$ cat src/rtl/core/msc_pkg.sv
// shared types, constants and crc function for the mode s crc and address check
`timescale 1ns / 1ps

package msc_pkg;

  localparam int MAX_FRAME_BYTES_DEF = 14;
  localparam int MIN_FRAME_BYTES     = 5;
  localparam int PARITY_BYTES        = 3;

  localparam logic [23:0] CRC_POLY = 24'hFFF409;

  // downlink formats
  localparam logic [4:0] DF_SHORT_ACAS = 5'd0;
  localparam logic [4:0] DF_SURV_ALT   = 5'd4;
  localparam logic [4:0] DF_SURV_ID    = 5'd5;
  localparam logic [4:0] DF_ALL_CALL   = 5'd11;
  localparam logic [4:0] DF_LONG_ACAS  = 5'd16;
  localparam logic [4:0] DF_EXT_SQ     = 5'd17;
  localparam logic [4:0] DF_EXT_SQ_NT  = 5'd18;
  localparam logic [4:0] DF_COMM_B_ALT = 5'd20;
  localparam logic [4:0] DF_COMM_B_ID  = 5'd21;

  typedef enum logic [1:0] {
    INTEG_GOOD        = 2'd0,
    INTEG_BAD         = 2'd1,
    INTEG_NOT_CHECKED = 2'd2
  } integrity_t;

  typedef struct packed {
    logic [4:0]  format_bits;
    logic [4:0]  type_bits;
    logic [23:0] address_bytes;
    logic [23:0] syndrome;
    logic [3:0]  length;
    logic        length_error;
  } frame_summary_t;

  // byte-parallel crc-24 update, msb first
  function automatic logic [23:0] crc_feed_byte(input logic [23:0] crc, input logic [7:0] b);
    logic [23:0] r;
    logic        top;
    r = crc;
    for (int i = 7; i >= 0; i--) begin
      top = r[23] ^ b[i];
      r   = {r[22:0], 1'b0};
      if (top) begin
        r = r ^ CRC_POLY;
      end
    end
    return r;
  endfunction

endpackage

$ cat src/rtl/core/msc_input_reg.sv
// input register for incoming frame bytes
`timescale 1ns / 1ps

module msc_input_reg (
  input  logic       clk,
  input  logic       rst,
  input  logic       byte_valid,
  output logic       byte_stall,
  input  logic [7:0] frame_byte,
  input  logic       last_byte,
  input  logic       out_free,
  output logic       advance,
  output logic       fire,
  output logic [7:0] held_byte,
  output logic       held_last
);

  logic held_valid;

  assign advance    = held_valid && (!held_last || out_free);
  assign fire       = advance && held_last;
  assign byte_stall = held_valid && !advance;

  always_ff @(posedge clk) begin
    if (rst) begin
      held_valid <= 1'b0;
    end else if (!byte_stall) begin
      held_valid <= byte_valid;
    end
  end

  always_ff @(posedge clk) begin
    if (!byte_stall && byte_valid) begin
      held_byte <= frame_byte;
      held_last <= last_byte;
    end
  end

endmodule

$ cat src/rtl/core/msc_frame_state.sv
// per-frame crc, parity delay line and header capture
`timescale 1ns / 1ps

module msc_frame_state #(
  parameter int MAX_FRAME_BYTES = msc_pkg::MAX_FRAME_BYTES_DEF
) (
  input  logic                    clk,
  input  logic                    rst,
  input  logic                    advance,
  input  logic [7:0]              held_byte,
  input  logic                    held_last,
  output msc_pkg::frame_summary_t summary
);

  localparam logic [3:0] MaxBytes = 4'(MAX_FRAME_BYTES);
  localparam logic [3:0] MinBytes = 4'(msc_pkg::MIN_FRAME_BYTES);
  localparam logic [3:0] ParBytes = 4'(msc_pkg::PARITY_BYTES);

  logic [23:0] crc_register;
  logic [7:0]  parity_delay [3];
  logic [3:0]  byte_count;
  logic [4:0]  format_bits;
  logic [23:0] address_bytes;
  logic [4:0]  type_bits;
  logic        overflow;

  logic [23:0] crc_register_next;
  logic [7:0]  parity_delay_next [3];
  logic [3:0]  byte_count_next;
  logic [4:0]  format_bits_next;
  logic [23:0] address_bytes_next;
  logic [4:0]  type_bits_next;
  logic        overflow_next;
  logic        full;

  always_comb begin
    full = byte_count >= MaxBytes;
    crc_register_next  = crc_register;
    parity_delay_next  = parity_delay;
    byte_count_next    = byte_count;
    format_bits_next   = format_bits;
    address_bytes_next = address_bytes;
    type_bits_next     = type_bits;
    overflow_next      = overflow || full;
    if (!full) begin
      if (byte_count >= ParBytes) begin
        crc_register_next = msc_pkg::crc_feed_byte(crc_register, parity_delay[2]);
      end
      parity_delay_next[2] = parity_delay[1];
      parity_delay_next[1] = parity_delay[0];
      parity_delay_next[0] = held_byte;
      if (byte_count == 4'd0) begin
        format_bits_next = held_byte[7:3];
      end else if (byte_count <= ParBytes) begin
        address_bytes_next = {address_bytes[15:0], held_byte};
      end else if (byte_count == ParBytes + 4'd1) begin
        type_bits_next = held_byte[7:3];
      end
      byte_count_next = byte_count + 4'd1;
    end
  end

  always_comb begin
    summary.format_bits   = format_bits_next;
    summary.type_bits     = type_bits_next;
    summary.address_bytes = address_bytes_next;
    summary.syndrome      = crc_register_next ^
                            {parity_delay_next[2], parity_delay_next[1], parity_delay_next[0]};
    summary.length        = byte_count_next;
    summary.length_error  = overflow_next || (byte_count_next < MinBytes);
  end

  always_ff @(posedge clk) begin
    if (rst || (advance && held_last)) begin
      crc_register    <= '0;
      parity_delay[0] <= '0;
      parity_delay[1] <= '0;
      parity_delay[2] <= '0;
      byte_count      <= '0;
      format_bits     <= '0;
      address_bytes   <= '0;
      type_bits       <= '0;
      overflow        <= 1'b0;
    end else if (advance) begin
      crc_register  <= crc_register_next;
      parity_delay  <= parity_delay_next;
      byte_count    <= byte_count_next;
      format_bits   <= format_bits_next;
      address_bytes <= address_bytes_next;
      type_bits     <= type_bits_next;
      overflow      <= overflow_next;
    end
  end

  // a frame end always leaves the accumulator empty
  a_clear_after_last: assert property (@(posedge clk) disable iff (rst)
    advance && held_last |=> byte_count == 4'd0 && !overflow && crc_register == '0)
    else $error("frame state not cleared after last byte");

  // the count never passes the frame limit
  a_count_bound: assert property (@(posedge clk) disable iff (rst)
    byte_count <= MaxBytes)
    else $error("byte count beyond frame limit");

endmodule

$ cat src/rtl/core/msc_result_reg.sv
// verdict logic and output register for frame results
`timescale 1ns / 1ps

module msc_result_reg (
  input  logic                    clk,
  input  logic                    rst,
  input  logic                    fire,
  input  msc_pkg::frame_summary_t summary,
  output logic                    out_free,
  output logic                    result_valid,
  input  logic                    result_stall,
  output logic [4:0]              downlink_format,
  output logic [4:0]              type_code,
  output logic                    type_code_valid,
  output logic [1:0]              integrity,
  output logic [23:0]             syndrome,
  output logic [23:0]             aircraft_address,
  output logic                    address_valid,
  output logic [3:0]              frame_length,
  output logic                    length_error
);

  logic [4:0]          tc;
  logic                tc_ok;
  msc_pkg::integrity_t integ;
  logic [23:0]         addr;
  logic                addr_ok;

  assign out_free = !result_valid || !result_stall;

  always_comb begin
    tc      = '0;
    tc_ok   = 1'b0;
    integ   = msc_pkg::INTEG_NOT_CHECKED;
    addr    = '0;
    addr_ok = 1'b0;
    if (!summary.length_error) begin
      case (summary.format_bits) inside
        msc_pkg::DF_EXT_SQ, msc_pkg::DF_EXT_SQ_NT: begin
          tc      = summary.type_bits;
          tc_ok   = 1'b1;
          integ   = (summary.syndrome == '0) ? msc_pkg::INTEG_GOOD : msc_pkg::INTEG_BAD;
          addr    = summary.address_bytes;
          addr_ok = 1'b1;
        end
        msc_pkg::DF_ALL_CALL: begin
          integ   = (summary.syndrome == '0) ? msc_pkg::INTEG_GOOD : msc_pkg::INTEG_BAD;
          addr    = summary.address_bytes;
          addr_ok = 1'b1;
        end
        msc_pkg::DF_SHORT_ACAS, msc_pkg::DF_SURV_ALT, msc_pkg::DF_SURV_ID,
        msc_pkg::DF_LONG_ACAS, msc_pkg::DF_COMM_B_ALT, msc_pkg::DF_COMM_B_ID: begin
          addr    = summary.syndrome;
          addr_ok = 1'b1;
        end
        default: begin
          addr_ok = 1'b0;
        end
      endcase
    end
  end

  always_ff @(posedge clk) begin
    if (rst) begin
      result_valid <= 1'b0;
    end else if (fire) begin
      result_valid <= 1'b1;
    end else if (!result_stall) begin
      result_valid <= 1'b0;
    end
  end

  always_ff @(posedge clk) begin
    if (fire) begin
      downlink_format  <= summary.format_bits;
      type_code        <= tc;
      type_code_valid  <= tc_ok;
      integrity        <= integ;
      syndrome         <= summary.syndrome;
      aircraft_address <= addr;
      address_valid    <= addr_ok;
      frame_length     <= summary.length;
      length_error     <= summary.length_error;
    end
  end

  // a result is never loaded over one still waiting
  a_no_overwrite: assert property (@(posedge clk) disable iff (rst)
    fire |-> out_free)
    else $error("result register overwritten while stalled");

  // a checked crc implies a reported address
  a_checked_has_addr: assert property (@(posedge clk) disable iff (rst)
    result_valid && integrity != msc_pkg::INTEG_NOT_CHECKED |-> address_valid && !length_error)
    else $error("crc verdict without address");

  // short frames always flag a length error
  a_short_flagged: assert property (@(posedge clk) disable iff (rst)
    result_valid && frame_length < 4'(msc_pkg::MIN_FRAME_BYTES) |-> length_error)
    else $error("short frame not flagged");

endmodule

$ cat src/rtl/core/mode_s_crc_address_check.sv
// top level of the mode s crc-24 parity and address check
`timescale 1ns / 1ps

// Takes a Mode S frame one byte per transfer, msb first, with last_byte on the
// final byte, and gives one result per frame. A byte is taken every cycle while
// byte_stall is low; the crc-24 update of a whole byte, the verdict and the address
// selection are combinational between the input register and the result register,
// which loads a result as its last byte leaves the input register. byte_stall
// rises only when a last byte is waiting and the previous result is still stalled.
// The final three bytes of a frame are its parity field; bytes beyond
// MAX_FRAME_BYTES are dropped and flagged as a length error.
module mode_s_crc_address_check #(
  parameter int MAX_FRAME_BYTES = msc_pkg::MAX_FRAME_BYTES_DEF
) (
  input  logic        clk,
  input  logic        rst,
  input  logic        byte_valid,
  output logic        byte_stall,
  input  logic [7:0]  frame_byte,
  input  logic        last_byte,
  output logic        result_valid,
  input  logic        result_stall,
  output logic [4:0]  downlink_format,
  output logic [4:0]  type_code,
  output logic        type_code_valid,
  output logic [1:0]  integrity,
  output logic [23:0] syndrome,
  output logic [23:0] aircraft_address,
  output logic        address_valid,
  output logic [3:0]  frame_length,
  output logic        length_error
);

  logic                    out_free;
  logic                    advance;
  logic                    fire;
  logic [7:0]              held_byte;
  logic                    held_last;
  msc_pkg::frame_summary_t summary;

  msc_input_reg u_input (
    .clk        (clk),
    .rst        (rst),
    .byte_valid (byte_valid),
    .byte_stall (byte_stall),
    .frame_byte (frame_byte),
    .last_byte  (last_byte),
    .out_free   (out_free),
    .advance    (advance),
    .fire       (fire),
    .held_byte  (held_byte),
    .held_last  (held_last)
  );

  msc_frame_state #(
    .MAX_FRAME_BYTES (MAX_FRAME_BYTES)
  ) u_frame (
    .clk       (clk),
    .rst       (rst),
    .advance   (advance),
    .held_byte (held_byte),
    .held_last (held_last),
    .summary   (summary)
  );

  msc_result_reg u_result (
    .clk              (clk),
    .rst              (rst),
    .fire             (fire),
    .summary          (summary),
    .out_free         (out_free),
    .result_valid     (result_valid),
    .result_stall     (result_stall),
    .downlink_format  (downlink_format),
    .type_code        (type_code),
    .type_code_valid  (type_code_valid),
    .integrity        (integrity),
    .syndrome         (syndrome),
    .aircraft_address (aircraft_address),
    .address_valid    (address_valid),
    .frame_length     (frame_length),
    .length_error     (length_error)
  );

endmodule

$ cat config.mk
export PLATFORM = sky130hd
export DESIGN_NAME = mode_s_crc_address_check
export DESIGN_NICKNAME = d
export VERILOG_FILES = /design/src/rtl/core/msc_pkg.sv /design/src/rtl/core/msc_input_reg.sv /design/src/rtl/core/msc_frame_state.sv /design/src/rtl/core/msc_result_reg.sv /design/src/rtl/core/mode_s_crc_address_check.sv
export SDC_FILE = /design/constraint.sdc
export NUM_CORES = 1
export LEC_CHECK = 0
export ABC_CLOCK_PERIOD_IN_PS = 5400
export BUFFER_PORTS_ARGS = -buffer_cell sky130_fd_sc_hd__buf_2
export CORE_ASPECT_RATIO = 0.8
export CORE_MARGIN = 2
export CORE_UTILIZATION = 50
export CTS_CLUSTER_DIAMETER = 100
export DETAILED_ROUTE_END_ITERATION = 8
export HOLD_SLACK_MARGIN = 0.05
export PLACE_DENSITY = 0.73
export SETUP_SLACK_MARGIN = 0.3
export SYNTH_ARGS = -nofsm -noshare
export SYNTH_HDL_FRONTEND = slang
export SYNTH_HIERARCHICAL = 1
export SYNTH_SLANG_ARGS = --single-unit
$ cat constraint.sdc
create_clock -name clk -period 5.4 [get_ports clk]
set_input_delay 0.54 -clock clk [delete_from_list [all_inputs] [get_ports clk]]
set_output_delay 0.54 -clock clk [all_outputs]
set_load 0.02 [all_outputs]
# ---- After elaboration in Yosys (flattened, before gate mapping)
# Index checks and enable logic that the tools add are counted.
dict set report word_totals {
  ff_bits 165
  output_inout_bits 69
  elab_cells 122
}
dict set report classes {
  n_addsub 1
  n_lt_le_gt_ge 4
  eq_ne 10
  mux 47
  bitwise_logic 18
  reduce_logical 20
}
# cell count
set ops {}
lappend ops {{24-bit two-way mux} 31}
lappend ops {{15-bit inverter} 8}
lappend ops {{5-bit two-way mux} 6}
lappend ops {{5-bit equality test (second input constant)} 5}
lappend ops {{24-bit zero test} 1}
lappend ops {{24-bit bitwise XOR} 1}
lappend ops {{5-bit by 3-bit equality test with 1-bit output (second input constant)} 2}
lappend ops {{1-bit bitwise XOR} 8}
lappend ops {{1-bit two-way mux} 7}
lappend ops {{6-bit OR reduction} 1}
lappend ops {{5-bit by 4-bit equality test with 1-bit output (second input constant)} 1}
lappend ops {{1-bit zero test} 5}
lappend ops {{5-bit zero test} 1}
lappend ops {{1-bit logical OR} 5}
lappend ops {{4-bit by 1-bit adder with 4-bit output (second input constant)} 1}
lappend ops {{4-bit by 3-bit equality test with 1-bit output (second input constant)} 1}
lappend ops {{4-bit by 2-bit greater-or-equal comparator with 1-bit output (second input constant)} 1}
lappend ops {{4-bit greater-or-equal comparator (second input constant)} 1}
lappend ops {{4-bit by 2-bit <= comparator with 1-bit output (second input constant)} 1}
lappend ops {{1-bit logical AND} 4}
lappend ops {{4-bit zero test} 1}
lappend ops {{4-bit by 3-bit less-than comparator with 1-bit output (second input constant)} 1}
lappend ops {{2-bit two-way mux} 2}
lappend ops {{4-bit two-way mux} 1}
lappend ops {{other kinds (3)} 4}

# ---- Longest topological paths before layout
# Gate-level depths: netlist (run 1).
dict set report depth {
  ltp_word 37
  depth_mapped 11
}

# ---- Modules after synthesis
# Netlist (run 1), hierarchy kept.
# module instances cells_each area_each_um2
set by_module_without_submodules {}
lappend by_module_without_submodules {msc_frame_state 1 567 4804.6}
lappend by_module_without_submodules {msc_result_reg 1 189 2718.9}
lappend by_module_without_submodules {msc_input_reg 1 18 339.1}

# ---- Least setup slack after synthesis (run 1)
# Ideal clock, no wire load.
dict set report synth_timing {
  kind {input-to-reg}
  from {input port result_stall}
  to {register u_result.address_valid, enable pin}
  setup_ps 494
  arrival_ps 3558
  required_ps 4906
  slack_ps 1348
  path_stages 3
  path_buffers 0
  cell_sequence {nand2_1 inv_1 nor2_1}
}
dict set report synth_via {
  elab_chain_len 5
}
# item line_no
set synth_rtl {}
lappend synth_rtl {{start: declaration} mode_s_crc_address_check.sv:22} ;# input logic result_stall,
lappend synth_rtl {{1-bit zero test} msc_result_reg.sv:29} ;# assign out_free = !result_valid || !result_stall;
lappend synth_rtl {{1-bit logical OR} msc_result_reg.sv:29}
lappend synth_rtl {{1-bit logical OR} msc_input_reg.sv:20} ;# assign advance = held_valid && (!held_last || out_free);
lappend synth_rtl {{1-bit logical AND} msc_input_reg.sv:20}
lappend synth_rtl {{1-bit logical AND} msc_input_reg.sv:21} ;# assign fire = advance && held_last;
lappend synth_rtl {{via fire} mode_s_crc_address_check.sv:36} ;# logic fire;
lappend synth_rtl {{end signal: assignment} msc_result_reg.sv:81} ;# address_valid <= addr_ok;
lappend synth_rtl {{end: declaration} msc_result_reg.sv:18} ;# output logic address_valid,
# The timed path passes the listed nets, and every way through them passes these cells.
# A chain may end at the register's enable or synchronous reset.

==> results of run 1 <==
[power breakdown]
group          total, uW  switching (uW)  internal, uW
combinational        227             154          72.3
clock               1210             494           719
sequential          1370            25.3          1340
total               2810             674          2130
[final cells by class]
type                       count  share of cell area (%)
tap                          210                    2.91
inverter                      35                    1.46
multi-input combinational    523                    38.5
clock buffer                  22                    5.63
timing repair buffer          93                    5.49
clock inverter                10                   0.998
sequential                   165                    45.0
[cells by family (layout without fill, tap and decap cells)]
group | count (synthesis) | in the layout | share of synthesized area, %
adder cells (fa/ha/maj) | 3 | 3 | 0.477
multiplexers | 75 | 75 | 10.1
AND/OR/NAND/NOR | 242 | 242 | 13.2
XOR/XNOR | 76 | 76 | 9.95
buffers and inverters | 86 | 160 | 4.49
AO/OA/AOI/OAI | 127 | 127 | 10.1
flip-flops | 165 | 165 | 51.7
[worst paths after layout]
check	end	cells after the start
max	u_result/aircraft_address[4]$_SDFFCE_PP0P_	10
min	u_input/held_byte[5]$_DFFE_PP_	1
max reg2reg	u_result/aircraft_address[4]$_SDFFCE_PP0P_	10
min reg2reg	u_frame/address_bytes[17]$_SDFFE_PP0P_	2
[layer usage]
metal / track usage [%] / wire (um) / up-vias
met4: 6.60 / 240 / 0
met3: 5.58 / 1810 / 23
met5: 0 / 0 / -
li1: - / - / 2799
met1: 35.1 / 8920 / 2772
met2: 33.2 / 8120 / 277
[through the flow]
stage          hold slack (ps)  instances
3_3_place_gp               439       1026
6_report                   305       1058
5_1_grt                    296       1058
2_1_floorplan              430        774
4_1_cts                    294       1058
3_5_place_dp               447       1026
[flip-flops by register name, summed over array words and instances, names as in the netlist, 8 cells and up]
signal and flops:
u_frame/address_bytes 24, u_frame/crc_register 24, u_frame/parity_delay 24, u_result/aircraft_address 24, u_result/syndrome 24, u_input/held_byte 8
[cell usage after synthesis (all sizes together) (2+ instances only)]
cell / instances
inv: 35
nand3: 27
nand2: 132
and2: 2
buf: 17
mux2: 34
a211oi: 9
mux2i: 41
nor3: 4
xor2: 21
o31ai: 2
nand4b: 2
o21a: 3
ha: 3
or3: 2
a32oi: 24
xnor2: 55
edfxtp: 76
nor2: 55
nand4: 2
clkbuf: 34
nor4: 7
nand2b: 2
dfxtp: 89
o21ai: 15
a21oi: 67
a2bb2oi: 2
==> reports/metrics.cfg, run 1 <==
[worst_setup_path]
crit_path_top_delay_cell=nand4bb_1
path_delay_family=simple AND/OR/NAND/NOR gates
max_stage_delay_ps=640
critPathMaxFanout=21
arrival_ps=3700
reg2reg_from=u_frame/byte_count[0]$_SDFFE_PP0P_
crit_required_ps=5630
crit_path_start=u_frame/byte_count[0]$_SDFFE_PP0P_
rrSetupSlack_ps=1930
start_kind=flip-flop
critPathBufInv=4
path_class=reg2reg
cp_cell_sequence=inv_1 -> ha_1 -> o211ai_1 -> buf_4 -> inv_1 -> or3_1 -> nor2_1 -> nand4bb_1 -> buf_4 -> a32oi_1
endpoint_kind=flip-flop

[clock_tree]
holdBufCountCts=0
cts_tree=built
cts_resized=0
cts.path.max_buffers=2
numCtsBuffers=17
clk_pin_slew_worst_paths_ps=60
postCtsSetupBuffers=0
cts_num_sinks=165
clk_latency_ps=420
cts_root_buf=clkbuf_16
htreeDepth=4

[floorplan]
start_util_pct=51.7
die_w_um=144
core_area_um2=15200
die_area_um2=16800
die_h_um=116
io_pins=82
rows=40

[logic_synthesis]
syn_area_um2=7860
synth-async-reset-ratio_pct=0
synth_flop_cell=dfxtp_1
ys_seq_area_share_pct=51.7
synth_largest_area_cell=edfxtp_1
synth_edf_count=76
avgSynthCellArea_um2=10.2
ys_ff_latch=165
yosysWarnings=6
synth_top_area_share_pct=29.0
synth_area_leaders=edfxtp_1 29%, dfxtp_1 23%, nand2_1 6.3%
syn-num-nets=790
syn_inst=774
ys_types=46

[detailed_routing]
vias_per_cell=5.55
first_pass_iters=5
post_drt_wl_per_cell_um=18.0
antenna_left=0
wirelength_um=19100
drc=0
first_iter_violations=744
vias=5871

[global_route]
first_global_vias=5238
grtUsageTotal_pct=23.2
antenna_found_initial=0
grt-ovfl-total=0
grt_max_degree=68
grt_pass1_wl_um=29300

[cells_and_area]
register_area_um2=4060
nets=851
n_fill_cell=1290
multi_input_area_um2=3470
final_common_cell=nand2_1
final_util_pct=59.3
num_antenna_cells=0
layout_common_cells=132 x nand2_1, 89 x dfxtp_1, 81 x buf_2, 76 x edfxtp_1, 67 x a21oi_1
drive_gt1_share_pct=21.1
final_area_um2=9030
syn_to_final_growth_pct=14.8

[placed_design]
io_buffers=81
dpl_cell_area_um2=8430
place.gp.congestion=0.857
dp_hpwl_um=12400
place_ws_ps=2070

[timing]
setup_slack_ps=1930
worstMarginPinSlew_ps=1180
hold_viol=0
timing.fmax_ghz=0.288
finalCriticalPeriod_ps=3470
rsz0062_at_grt=false
period_share_pct=64.3
fin_setup_tns_ps=0
final-setup-viol-count=0
maxSlewHeadroom_pct=21.6
drv_slew=0
skew_ps=12.4

[hold_path]
hp-class=in2reg
min_from=frame_byte[5]

[power_and_ir_drop]
ir_drop_v=0.000205
power.leakage_uw=0.00327
power_uw=2810
power_per_cell_area_nw_per_um2=311

[status]
outcome=finished clean

[flow_run]
maxCapViolCount=0

Note: power is estimated with default switching activity, not from simulation.
==> run 2, diff against run 1 <==
--- a/config.mk
+++ b/config.mk
@@ -5,7 +5,7 @@
 export SDC_FILE = /design/constraint.sdc
 export NUM_CORES = 1
 export LEC_CHECK = 0
-export ABC_CLOCK_PERIOD_IN_PS = 5400
+export ABC_CLOCK_PERIOD_IN_PS = 3600
 export BUFFER_PORTS_ARGS = -buffer_cell sky130_fd_sc_hd__buf_2
 export CORE_ASPECT_RATIO = 0.8
 export CORE_MARGIN = 2
==> constraint.sdc (replaced) <==
create_clock -name clk -period 3.6 [get_ports clk]
set_input_delay 0.36 -clock clk [delete_from_list [all_inputs] [get_ports clk]]
set_output_delay 0.36 -clock clk [all_outputs]
set_load 0.02 [all_outputs]
==> run 2 against run 1 <==
Effect of this change:
- sequential power rose by 50%
- critical path type unchanged
- wire length rose by 7.6%
- critical endpoint is now u_result/integrity[0]$_SDFFCE_PP0P_
- critical path depth did not move
- highest routed layer unchanged
- largest cell class unchanged
==> reports/metrics.cfg, run 2 (same netlist as run 1, synthesis figures left out) <==
[status]
outcome=finished clean

[cells_and_area]
layout_common_cells=132 x nand2_1, 88 x dfxtp_1, 81 x buf_2, 76 x edfxtp_1, 67 x a21oi_1
syn_to_final_growth_pct=16.1
drive_gt1_share_pct=21.8
nets=861
num_antenna_cells=0
final_common_cell=nand2_1

[global_route]
first_global_vias=5498
grt-ovfl-total=0
grtUsageTotal_pct=25.4
grt_pass1_wl_um=31800
antenna_found_initial=0
grt_max_degree=43

[placed_design]
place.gp.congestion=0.823
dp_hpwl_um=13400
io_buffers=81

[power_and_ir_drop]
ir_drop_v=0.000307
power.leakage_uw=0.00333
power_per_cell_area_nw_per_um2=474

[timing]
period_share_pct=86.6
fin_setup_tns_ps=0
rsz0062_at_grt=false
worstMarginPinSlew_ps=936
maxSlewHeadroom_pct=37.6
timing.fmax_ghz=0.321
final-setup-viol-count=0
skew_ps=8.12
drv_slew=0
holdWs_ps=112
finalCriticalPeriod_ps=3120
hold_viol=0

[detailed_routing]
vias=6047
antenna_left=0
first_iter_violations=800
drc=0
first_pass_iters=5
vias_per_cell=5.66
post_drt_wl_per_cell_um=19.2
wirelength_um=20500

[floorplan]
die_w_um=144
die_area_um2=16800
rows=40
core_area_um2=15200
start_util_pct=51.7
die_h_um=116
io_pins=82

[worst_setup_path]
max_stage_delay_ps=440
path_class=reg2reg
crit_required_ps=3780
arrival_ps=3300
start_kind=flip-flop
crit_path_top_delay_cell=o211ai_1
endpoint_kind=flip-flop
cp_cell_sequence=inv_1 -> ha_1 -> o211ai_1 -> o31ai_4 -> buf_4 -> o21ai_0 -> xnor2_1 -> nor4_1 -> nand4_1 -> a2bb2oi_1
critPathMaxFanout=42
critPathBufInv=2
path_delay_family=compound AO/OA/AOI/OAI gates

[flow_run]
maxCapViolCount=0

[clock_tree]
cts_tree=built
numCtsBuffers=17
cts_root_buf=clkbuf_16
cts.path.max_buffers=2
postCtsSetupBuffers=0
clk_pin_slew_worst_paths_ps=70
htreeDepth=4
clk_latency_ps=430
cts_num_sinks=165

[hold_path]
hp-class=in2reg

-- run 2: worst paths after layout --
kind / from / end / slack (ps) / depth (start not counted)
setup reg to reg: u_frame/byte_count[0]$_SDFFE_PP0P_ / u_result/integrity[0]$_SDFFCE_PP0P_ / 480 / 10
hold reg to reg: u_frame/address_bytes[20]$_SDFFE_PP0P_ / u_frame/address_bytes[20]$_SDFFE_PP0P_ / 460 / 2
setup / recovery: u_frame/byte_count[0]$_SDFFE_PP0P_ / u_result/integrity[0]$_SDFFCE_PP0P_ / 480 / 10
hold / removal: frame_byte[2] / u_input/held_byte[2]$_DFFE_PP_ / 110 / 1
-- run 2: worst reg2reg max path: stages, from the launching register on --
cell and delay [ps]:
dfxtp_1 360, inv_1 120, ha_1 230, o211ai_1 440, o31ai_4 140, buf_4 300
o21ai_0 350, xnor2_1 180, nor4_1 440, nand4_1 160, a2bb2oi_1 160
-- run 2: final cells by class --
class	count	area (um^2)
fill	1276	6090
clock buffer	23	458
inverter	35	131
clock inverter	9	151
tap	210	263
sequential	165	4070
timing repair buffer	103	583
multi-input combinational	523	3470
-- run 2: repair_timing --
item,in CTS,in global routing
hold buffers,0,0
hold endpoints to repair,0,0
endpoints found under the setup margin,0,1
resized for setup,0,1
-- run 2: layer usage --
layer  vias up  GRT usage (%)  wire, um
met4         0           6.73       304
met5         -              0         0
met3        25           7.46      2000
li1       2827              -         -
met1      2874           38.4      9590
met2       321           35.6      8640
-- run 2: report_power, final --
group / switching (uW) / internal, uW
Combinational: 239 / 117
Clock: 737 / 1180
Sequential: 40.8 / 2010
Total: 1020 / 3310
-- run 2: stage by stage --
stage	area (um^2)	worst slack, ps	std cells	total power, uW	utilization (%)
6_report	9130	481	1068	4320	60.0
3_5_place_dp	8520	479	1036	2440	56.0
2_1_floorplan	7870	809	774	2320	-
5_1_grt	9130	310	1068	4440	60.0
3_3_place_gp	8520	589	1036	2430	56.0
4_1_cts	9130	498	1068	4330	60.0
